$ cat config.mk
export PLATFORM = sky130hd
export DESIGN_NAME = escape_sequence_unescaper
export DESIGN_NICKNAME = d
export VERILOG_FILES = /design/src/rtl/esu_pkg.sv /design/src/rtl/esu_front.sv /design/src/rtl/esu_queue.sv /design/src/rtl/esu_back.sv /design/src/rtl/escape_sequence_unescaper.sv
export VERILOG_INCLUDE_DIRS = /design/src /design/src/rtl
export SDC_FILE = /design/constraint.sdc
export NUM_CORES = 1
export LEC_CHECK = 0
export BUFFER_PORTS_ARGS = -buffer_cell sky130_fd_sc_hd__buf_2
export CAP_MARGIN = 20
export CORE_MARGIN = 3
export CORE_UTILIZATION = 59
export DETAILED_ROUTE_END_ITERATION = 8
export PLACE_DENSITY = 0.79
export SLEW_MARGIN = 25
export SYNTH_ARGS = -nofsm -noshare
export SYNTH_HDL_FRONTEND = slang
export SYNTH_SLANG_ARGS = --single-unit
$ cat constraint.sdc
create_clock -name clk -period 2.95 [get_ports clk]
set_clock_uncertainty 0.2 [all_clocks]
set_input_delay 0.295 -clock clk [delete_from_list [all_inputs] [get_ports clk]]
set_output_delay 0.295 -clock clk [all_outputs]
set_load 0.05 [all_outputs]
$ cat src/rtl/escape_sequence_unescaper_defines.svh
// Assertion macros for the escape sequence unescaper.
`ifndef ESCAPE_SEQUENCE_UNESCAPER_DEFINES_SVH
`define ESCAPE_SEQUENCE_UNESCAPER_DEFINES_SVH

`ifndef NO_ASSERTIONS
// Condition must hold at every clock edge outside reset.
`define ESU_ASSERT(lbl, cond, msg) \
  lbl: assert property (@(posedge clk) disable iff (!rst_n) (cond)) else $error(msg);
// Consequent must hold in the same cycle as the antecedent.
`define ESU_ASSERT_IMPL(lbl, ante, cons, msg) \
  lbl: assert property (@(posedge clk) disable iff (!rst_n) (ante) |-> (cons)) else $error(msg);
`else
`define ESU_ASSERT(lbl, cond, msg)
`define ESU_ASSERT_IMPL(lbl, ante, cons, msg)
`endif

`endif

$ cat src/rtl/esu_pkg.sv
// Types and constants shared by the escape sequence unescaper modules.
package esu_pkg;

  // Length counter width; out_length field is fixed at 16 bits.
  localparam int LEN_W     = 16;
  localparam int OUT_LEN_W = 16;

  localparam logic [7:0] CH_BSLASH = 8'h5C;
  localparam logic [7:0] CH_T      = 8'h74;
  localparam logic [7:0] CH_N      = 8'h6E;
  localparam logic [7:0] CH_X      = 8'h78;
  localparam logic [7:0] CH_TAB    = 8'h09;
  localparam logic [7:0] CH_NL     = 8'h0A;
  localparam logic [3:0] HEX_ALPHA = 4'd10;

  typedef enum logic [1:0] {
    PH_PLAIN = 2'd0,
    PH_ESC   = 2'd1,
    PH_HI    = 2'd2,
    PH_LO    = 2'd3
  } phase_t;

  typedef struct packed {
    logic [7:0] text_char;
    logic       final_char;
  } in_item_t;

  typedef struct packed {
    logic [7:0]           out_byte;
    logic                 status;
    logic                 string_done;
    logic [OUT_LEN_W-1:0] out_length;
  } out_item_t;

  // Classified character as held in the queue.
  typedef struct packed {
    logic [7:0] chr;
    logic       fin;
    logic       is_bslash;
    logic       is_t;
    logic       is_n;
    logic       is_x;
    logic       is_hex;
    logic [3:0] hex_val;
  } chr_class_t;

endpackage

$ cat src/rtl/esu_front.sv
// Front end: classifies each incoming character for the back end.
module esu_front (
  input  esu_pkg::in_item_t   in_item,
  output esu_pkg::chr_class_t cls
);
  import esu_pkg::*;

  logic [7:0] c;
  assign c = in_item.text_char;

  always_comb begin
    cls           = '0;
    cls.chr       = c;
    cls.fin       = in_item.final_char;
    cls.is_bslash = (c == CH_BSLASH);
    cls.is_t      = (c == CH_T);
    cls.is_n      = (c == CH_N);
    cls.is_x      = (c == CH_X);
    if (c inside {[8'h30:8'h39]}) begin
      cls.is_hex  = 1'b1;
      cls.hex_val = c[3:0];
    end else if (c inside {[8'h61:8'h66], [8'h41:8'h46]}) begin
      // a..f and A..F share the low three bits
      cls.is_hex  = 1'b1;
      cls.hex_val = HEX_ALPHA + 4'(c[2:0] - 3'd1);
    end
  end

endmodule

$ cat src/rtl/esu_queue.sv
// Two-entry queue of classified characters between front and back.
module esu_queue (
  input  logic                clk,
  input  logic                rst_n,
  input  logic                push,
  input  esu_pkg::chr_class_t push_data,
  output logic                full,
  input  logic                pop,
  output logic                not_empty,
  output esu_pkg::chr_class_t pop_data
);
  import esu_pkg::*;

  chr_class_t  mem_r [2];
  logic        wr_ptr_r;
  logic        rd_ptr_r;
  logic [1:0]  cnt_r;
  logic        do_push;
  logic        do_pop;

  assign full      = (cnt_r == 2'd2);
  assign not_empty = (cnt_r != 2'd0);
  assign pop_data  = mem_r[rd_ptr_r];
  assign do_push   = push && !full;
  assign do_pop    = pop && not_empty;

  always_ff @(posedge clk) begin
    if (do_push) begin
      mem_r[wr_ptr_r] <= push_data;
    end
  end

  always_ff @(posedge clk) begin
    if (!rst_n) begin
      wr_ptr_r <= 1'b0;
      rd_ptr_r <= 1'b0;
      cnt_r    <= 2'd0;
    end else begin
      if (do_push) wr_ptr_r <= !wr_ptr_r;
      if (do_pop)  rd_ptr_r <= !rd_ptr_r;
      if (do_push && !do_pop)      cnt_r <= cnt_r + 2'd1;
      else if (do_pop && !do_push) cnt_r <= cnt_r - 2'd1;
    end
  end

endmodule

$ cat src/rtl/esu_back.sv
// Back end: escape state machine, length counter and output register.
module esu_back (
  input  logic                clk,
  input  logic                rst_n,
  input  logic                q_valid,
  input  esu_pkg::chr_class_t q_item,
  output logic                q_pop,
  output logic                out_valid,
  input  logic                out_ready,
  output esu_pkg::out_item_t  out_data
);
  import esu_pkg::*;

  localparam logic [LEN_W-1:0] COUNT_MAX = '1;

  phase_t           phase_r, phase_nxt;
  logic [3:0]       nib_r, nib_nxt;
  logic             disc_r, disc_nxt;
  logic [LEN_W-1:0] count_r, count_nxt;
  logic             out_valid_r;
  out_item_t        out_data_r;

  logic             emit;
  logic             err;
  logic [7:0]       emit_byte;
  logic [LEN_W-1:0] count_inc;
  out_item_t        res;

  assign q_pop     = q_valid && (!out_valid_r || out_ready);
  assign count_inc = (count_r != COUNT_MAX) ? count_r + 1'b1 : count_r;

  always_ff @(posedge clk) begin
    if (!rst_n) begin
      phase_r <= PH_PLAIN;
      nib_r   <= '0;
      disc_r  <= 1'b0;
      count_r <= '0;
    end else if (q_pop) begin
      phase_r <= phase_nxt;
      nib_r   <= nib_nxt;
      disc_r  <= disc_nxt;
      count_r <= count_nxt;
    end
  end

  always_comb begin
    phase_nxt = phase_r;
    nib_nxt   = nib_r;
    disc_nxt  = disc_r;
    count_nxt = count_r;
    emit      = 1'b0;
    err       = 1'b0;
    emit_byte = q_item.chr;
    if (disc_r) begin
      if (q_item.fin) begin
        disc_nxt = 1'b0;
      end
    end else begin
      case (phase_r)
        PH_PLAIN: begin
          if (q_item.is_bslash) begin
            if (q_item.fin) err = 1'b1;
            else            phase_nxt = PH_ESC;
          end else begin
            emit = 1'b1;
          end
        end
        PH_ESC: begin
          if (q_item.is_t) begin
            emit      = 1'b1;
            emit_byte = CH_TAB;
          end else if (q_item.is_n) begin
            emit      = 1'b1;
            emit_byte = CH_NL;
          end else if (q_item.is_bslash) begin
            emit      = 1'b1;
            emit_byte = CH_BSLASH;
          end else if (q_item.is_x && !q_item.fin) begin
            phase_nxt = PH_HI;
          end else begin
            err = 1'b1;
          end
        end
        PH_HI: begin
          if (!q_item.is_hex || q_item.fin) begin
            err = 1'b1;
          end else begin
            nib_nxt   = q_item.hex_val;
            phase_nxt = PH_LO;
          end
        end
        PH_LO: begin
          if (!q_item.is_hex) begin
            err = 1'b1;
          end else begin
            emit      = 1'b1;
            emit_byte = {nib_r, q_item.hex_val};
          end
        end
        default: err = 1'b1;
      endcase
      if (emit) begin
        phase_nxt = PH_PLAIN;
        count_nxt = count_inc;
        if (q_item.fin) begin
          nib_nxt   = '0;
          count_nxt = '0;
        end
      end
      if (err) begin
        phase_nxt = PH_PLAIN;
        nib_nxt   = '0;
        count_nxt = '0;
        disc_nxt  = !q_item.fin;
      end
    end
  end

  always_comb begin
    res             = '0;
    res.out_byte    = err ? 8'h00 : emit_byte;
    res.status      = err;
    res.string_done = err || q_item.fin;
    res.out_length  = OUT_LEN_W'(err ? count_r : count_inc);
  end

  always_ff @(posedge clk) begin
    if (!rst_n) begin
      out_valid_r <= 1'b0;
    end else if (q_pop && (emit || err)) begin
      out_valid_r <= 1'b1;
    end else if (out_ready) begin
      out_valid_r <= 1'b0;
    end
  end

  always_ff @(posedge clk) begin
    if (q_pop && (emit || err)) begin
      out_data_r <= res;
    end
  end

  assign out_valid = out_valid_r;
  assign out_data  = out_data_r;

endmodule

$ cat src/rtl/escape_sequence_unescaper.sv
// Top level of the backslash escape decoder with \x hex escapes.
//
//  channel | direction | handshake            | payload
//  --------+-----------+----------------------+--------------------------------------
//  in      | input     | in_valid / in_ready  | in_data   (text_char, final_char)
//  out     | output    | out_valid / out_ready| out_data  (out_byte, status,
//          |           |                      |            string_done, out_length)
//
// One character per cycle sustained while the output is not stalled; the
// escape state machine in the back end retires one queued character each
// cycle the output register is free. Input passes the queue, then output reg.
// Synchronous active-low reset empties the queue and returns to plain text.
// An output stall holds the back end; the two-entry queue keeps taking
// transactions until it fills, then in_ready drops.
module escape_sequence_unescaper (
  input  logic               clk,
  input  logic               rst_n,
  input  logic               in_valid,
  output logic               in_ready,
  input  esu_pkg::in_item_t  in_data,
  output logic               out_valid,
  input  logic               out_ready,
  output esu_pkg::out_item_t out_data
);
  import esu_pkg::*;

`include "escape_sequence_unescaper_defines.svh"

  chr_class_t front_cls;   // classified incoming character
  chr_class_t q_item;      // head of queue
  logic       q_full;
  logic       q_valid;
  logic       q_pop;

  // Front: decode character classes and hex value up front.
  esu_front u_front (
    .in_item (in_data),
    .cls     (front_cls)
  );

  // Queue decouples acceptance from the escape state machine.
  esu_queue u_queue (
    .clk       (clk),
    .rst_n     (rst_n),
    .push      (in_valid),
    .push_data (front_cls),
    .full      (q_full),
    .pop       (q_pop),
    .not_empty (q_valid),
    .pop_data  (q_item)
  );

  assign in_ready = !q_full;

  // Back: state machine, saturating length counter, output register.
  esu_back u_back (
    .clk       (clk),
    .rst_n     (rst_n),
    .q_valid   (q_valid),
    .q_item    (q_item),
    .q_pop     (q_pop),
    .out_valid (out_valid),
    .out_ready (out_ready),
    .out_data  (out_data)
  );

  // Back end must not retire a character while a result is stalled.
  `ESU_ASSERT_IMPL(a_no_pop_on_stall, q_pop, !out_valid || out_ready, "pop during output stall")
  // Error results always close the string with a zero byte.
  `ESU_ASSERT_IMPL(a_err_closes, out_valid && out_data.status, out_data.string_done && out_data.out_byte == 8'h00, "malformed error result")
  // A good byte always counts itself.
  `ESU_ASSERT_IMPL(a_ok_len_nonzero, out_valid && !out_data.status, out_data.out_length != '0, "zero length on good byte")

endmodule
* After elaboration in Yosys (flattened, before gate mapping)
Memories as Yosys holds them, arrays and structs flattened. A register that Yosys moved wholly into a read port is not among the register bits.
Cells that the tools add are included.
** Word-level totals
- Output and inout bits :: 28
- Memory bits (writable) :: 36
- Word-level logic and storage cells :: 131
- Bits in read-only memories :: 0
- Latch bits :: 0
- Memories :: 1
- Input port bits :: 13
- Register bits after elaboration :: 54
** Operators by class
- $mul :: 0
- Magnitude comparators :: 6
- Bitwise gates (word level) :: 1
- Add/subtract/negate cells :: 5
- Reductions and logical operators :: 32
- Multiplexer cells :: 58
- Shifts and indexed selects :: 0
- Eq/ne operators :: 16
- Div/mod/pow operators :: 0
** Memory list
- u_queue.mem_r :: depth 2, width 18, read ports 1, clocked after memory_dff 1, write ports 1, line esu_queue.sv:14 : chr_class_t mem_r [2];
** Operators with widths (number)
- 16-bit 2-to-1 mux :: 5
- 8-bit 2-to-1 mux :: 5
- 8-bit by 7-bit == test with 1-bit output (second input constant) :: 4
- 1-bit 2-to-1 mux :: 26
- 2-bit 2-to-1 mux :: 11
- 4-bit 2-to-1 mux :: 5
- 16-bit by 1-bit adder with 16-bit output (second input constant) :: 1
- 8-bit by 7-bit >= comparator with 1-bit output (second input constant) :: 2
- 8-bit by 7-bit <= comparator with 1-bit output (second input constant) :: 2
- 16-bit != test (second input constant) :: 1
- 4-bit by 2-bit != test with 1-bit output (second input constant) :: 4
- 8-bit case mux with 2 select lines :: 1
- 1-bit logical AND :: 10
- 5-bit 2-to-1 mux :: 2
- 10-bit AND reduction :: 1
- 2-bit nonzero test :: 5
- 8-bit by 6-bit >= comparator with 1-bit output (second input constant) :: 1
- 8-bit by 6-bit <= comparator with 1-bit output (second input constant) :: 1
- 1-bit logical NOT :: 8
- 4-bit != test (second input constant) :: 2
- 2-bit == test (second input constant) :: 3
- 2-bit case mux with 3 select lines :: 1
- 5-bit nonzero test :: 1
- 4-bit adder (first input constant) :: 1
- 12 further kinds :: 15

* Depth between registers and ports, before layout
- Word-level depth :: 12
- Mapped depth :: 10
- Depth with buffers taken out :: 9

* Hierarchy
Synthesis repeated with hierarchy kept, for this count alone.
** Unflattened totals
- Cells, all modules :: 435
- Area total of the unflattened synthesis :: 4818.4 um2
** Modules (own cells, without submodules)
- esu_back :: cells each 309, sequential area each 1261.2 um2, times used 1, area an instance 2959.1 um2
- esu_queue :: cells each 81, sequential area each 1181.1 um2, times used 1, area an instance 1532.7 um2
- esu_front :: cells each 44, sequential area each 0.0 um2, times used 1, area an instance 322.8 um2
- escape_sequence_unescaper :: cells each 1, sequential area each 0.0 um2, times used 1, area an instance 3.8 um2

* Least setup slack after synthesis
No wires, ideal clock.
- Path kind :: register to register
- Start point :: memory u_queue.mem_r[1][6] (netlist bit)
- End point :: register u_back.out_data_r, in the netlist u_back.out_data[0] (enable)
- Arrival time :: 1.913 ns
- Buffers on the path :: 0
- Path slack :: 0.456 ns
- Data required time :: 2.369 ns
- Stages on the path, launching flop included :: 6
- Clock period less this slack :: 2.494 ns
- Setup time :: 0.381 ns
- Path through :: edfxtp_1 nor4b_2 o2111ai_2 a31oi_2 o31ai_4 inv_1
** RTL lines
- start: declaration :: line esu_queue.sv:14
- end signal: assignment :: line esu_back.sv:139 : out_data_r <= res;
- end: declaration :: line esu_back.sv:21 : out_item_t out_data_r;

==> impl_metrics.py <==
metrics = {
    "timing": {
        "slew_violations": 0,
        "rsz0062_at_grt": "no",
        "maxClockFrequency_mhz": 366,
        "fin_crit_sh_pct": 92.7,
        "fin_crit_ps": 2740,
        "final-setup-viol-count": 0,
        "worst_pin_slew_ps": 870,
        "hold_violations": 0,
        "relSlewSlack_pct": 42.0,
        "finalSetupTns_ps": 0,
        "setup_slack_ps": 214,
    },
    "placed_design": {
        "portBuffers": 40,
        "place_area_um2": 4820,
        "pre_cts_ws_ps": 95.4,
        "place.gp.congestion": 0.912,
        "hpwlAfterDp_mm": 6.33,
    },
    "global_route": {
        "first_global_vias": 3105,
        "grt_overflow_total": 0,
        "globalRouteTotalUtil_pct": 21.3,
        "antenna_found_initial": 0,
        "grt_max_degree": 25,
        "grt_pass1_wl_mm": 14.5,
    },
    "clock_tree": {
        "htreeDepth": 3,
        "postCtsSetupBuffers": 0,
        "cts_buffers": 9,
        "root_buffer": "clkbuf_8",
        "cts_max_path_buffers": 2,
        "cts_tree": "yes",
        "clk_pin_slew_ps": 90,
        "clock_sinks": 91,
        "worstSkewPairLatency_ps": 360,
    },
    "synthesis": {
        "synthCells": 408,
        "synth-main-ff-cell": "edfxtp_1",
        "ys_seq_area_share_pct": 54.2,
        "ys_seq_elements": 91,
        "synth_area_per_cell_um2": 11.0,
        "synth_compound_area_share_pct": 14.2,
        "synth_area_leader_cell": "edfxtp_1",
        "synth-simple-area-share_pct": 16.0,
        "async_reset_ff_share_pct": 0,
        "synthesis.nets": 432,
        "synth_top_area_share_pct": 41.3,
        "synth_top_family_by_area": "simple AND/OR/NAND/NOR gates",
        "synth-warning-count": 0,
        "synth_xor_area_share_pct": 2.92,
        "synth_edf_count": 62,
        "synthMuxAreaShare_pct": 5.97,
        "synthAdderAreaFrac_pct": 3.05,
        "ys_types": 65,
        "synth_area_leaders": "edfxtp_1 41%, dfxtp_1 13%, nand2_1 3.2%, nor2_1 3.1%, ha_1 3.1%",
        "synth_area_um2": 4510,
    },
    "status": {
        "status": "finished, final reports clean",
    },
    "layout": {
        "fin_nets": 476,
        "fin_area_um2": 5060,
        "multiInputGateArea_um2": 1900,
        "seqCellArea_um2": 2440,
        "area_growth_pct": 12.4,
        "drive_gt1_share_pct": 21.0,
        "fin_util_pct": 69.1,
        "fill_cells": 547,
        "diodes": 0,
    },
    "pwr": {
        "p_leak_nw": 1.90,
        "sequentialPowerShare_pct": 40.3,
        "switchingPower_mw": 1.95,
        "powerDensity_nw_per_um2": 926,
        "p_int_mw": 2.74,
        "p_comb_share_pct": 41.8,
        "clkPwrFrac_pct": 17.9,
        "p_total_mw": 4.69,
        "swShare_pct": 41.6,
        "ir_worst_vdd_mv": 0.383,
    },
    "critical_path": {
        "crit_buf_inv": 1,
        "cpLargestDelayFamily": "compound AO/OA/AOI/OAI gates",
        "endpoint_kind": "register",
        "cp.required_ps": 2860,
        "worstPathMaxFanout": 11,
        "startpoint_type": "register",
        "slowest_delay_ps": 470,
        "critical_path_arrival_ps": 2650,
        "criticalPathCategory": "reg -> reg",
        "crit_chain": "nor4b_2, o2111ai_2, a31o_2, a21o_1, inv_2, nor2_2, mux2_1",
        "slowest_stage": "nor4b_2",
    },
    "die": {
        "ios": 41,
        "dieArea_um2": 8720,
        "die_x_um": 93.4,
        "die_y_um": 93.4,
        "core_um2": 7330,
        "initial_core_util_pct": 61.5,
        "rows": 31,
    },
    "route": {
        "drc": 0,
        "antenna_left": 0,
        "first_iter_violations": 246,
        "routed_wl_mm": 8.81,
        "wl_per_cell_um": 15.8,
        "vias_per_cell": 5.85,
        "dr.pass1.iters": 4,
        "dr_total_vias": 3250,
    },
    "run": {
        "drv_cap": 0,
    },
    "hold_path": {
        "hold_class": "in -> reg",
    },
}
## worst register-to-register path, stage by stage (launching register included)
cell and delay (ps):
edfxtp_1 450, nor4b_2 470, o2111ai_2 210, a31o_2 260, a21o_1 290, inv_2 200
nor2_2 90, mux2_1 320
## per-stage QoR
step	hold WS, ps	instances
6_report	20.4	556
5_1_grt	21.6	556
4_1_cts	3.88	556
3_5_place_dp	285	536
3_3_place_gp	270	536
2_1_floorplan	194	408
## registers in the layout (all words and copies together), names as in the netlist, named ones only
signal,count
u_back.out_valid,1
u_back.out_data,26
u_back.nib_r,4
u_back.count_r,16
u_back.disc_r,1
u_queue.wr_ptr_r,1
u_back.phase_r,2
u_queue.cnt_r,2
u_queue.rd_ptr_r,1
u_queue.mem_r,36
## cells in the mapped netlist (all sizes together) (2+ instances only)
cell,count
a21boi,3
a21o,3
a21oi,16
a221oi,4
a22o,2
a22oi,2
a2bb2oi,2
a31o,2
a31oi,15
a41oi,3
and3,7
and4,3
buf,10
clkbuf,10
dfxtp,29
edfxtp,62
ha,11
inv,17
mux2,13
mux2i,11
nand2,39
nand2b,4
nand3,17
nand3b,2
nand4,7
nor2,38
nor3,14
nor3b,4
o21ai,16
o31ai,5
o32ai,3
or3,2
xnor2,4
xor2,11
## per-layer routing
layer	vias up	wire, um	track usage, %
met1	1536	3700	24.5
met4	0	178	11.1
met5	-	0	0
met3	14	441	4.18
li1	1607	-	-
met2	93	4490	37.5
## cells by family after synthesis
family / after synthesis
buf+inv: 37
flops: 91
fa+ha+maj: 11
compound gates: 86
simple gates: 144
xor+xnor: 15
mux: 24
## cell type report
class                           instances  area share (%)
Sequential cell                        91            48.3
Multi-Input combinational cell        280            37.5
Timing Repair Buffer                   53            6.57
Clock buffer                            9            2.45
Tap cell                               99            2.45
Clock inverter                          7            1.48
Inverter                               17            1.26
## final timing paths
path	to	cells after the start	slack [ps]	start
worst max-delay path	u_back.out_data[1]$_DFFE_PP_	7	210	u_queue.mem_r[1][6]$_DFFE_PP_
worst min-delay path	u_back.out_valid$_SDFFE_PN0P_	3	20	out_ready
worst max register to register	u_back.out_data[1]$_DFFE_PP_	7	210	u_queue.mem_r[1][6]$_DFFE_PP_
worst min register to register	u_back.out_valid$_SDFFE_PN0P_	2	300	u_back.out_valid$_SDFFE_PN0P_
## power by group through the flow
stage / clock network (mW) / registers (mW) / logic, mW
global placement: 0 / 1.90 / 1.92
floorplan: 0 / 2.44 / 0.966
detailed placement: 0 / 1.92 / 1.95
finish: 0.840 / 1.89 / 1.96
global route: 0.908 / 1.92 / 2.11
CTS: 0.860 / 1.89 / 1.96
## layout by cell type, fill, tap and decap left out, types with 7 or more instances in the layout
cell type / n
mux2_2: 11
a31oi_1: 13
nand2_1: 38
nor3_1: 13
mux2i_1: 10
nand4_1: 7
a21oi_1: 15
buf_4: 7
clkbuf_8: 9
o21ai_0: 15
dfxtp_1: 28
ha_1: 11
inv_1: 16
and3_1: 7
edfxtp_1: 62
buf_2: 40
nand3_1: 17
nor2_1: 37
xor2_1: 11
## timing repair
action,CTS,global route
hold buffers,4,0
endpoints found under the hold margin,8,0
gates resized for setup,0,1
setup endpoints to repair,0,1
Note: power is estimated with default switching activity, not from simulation.
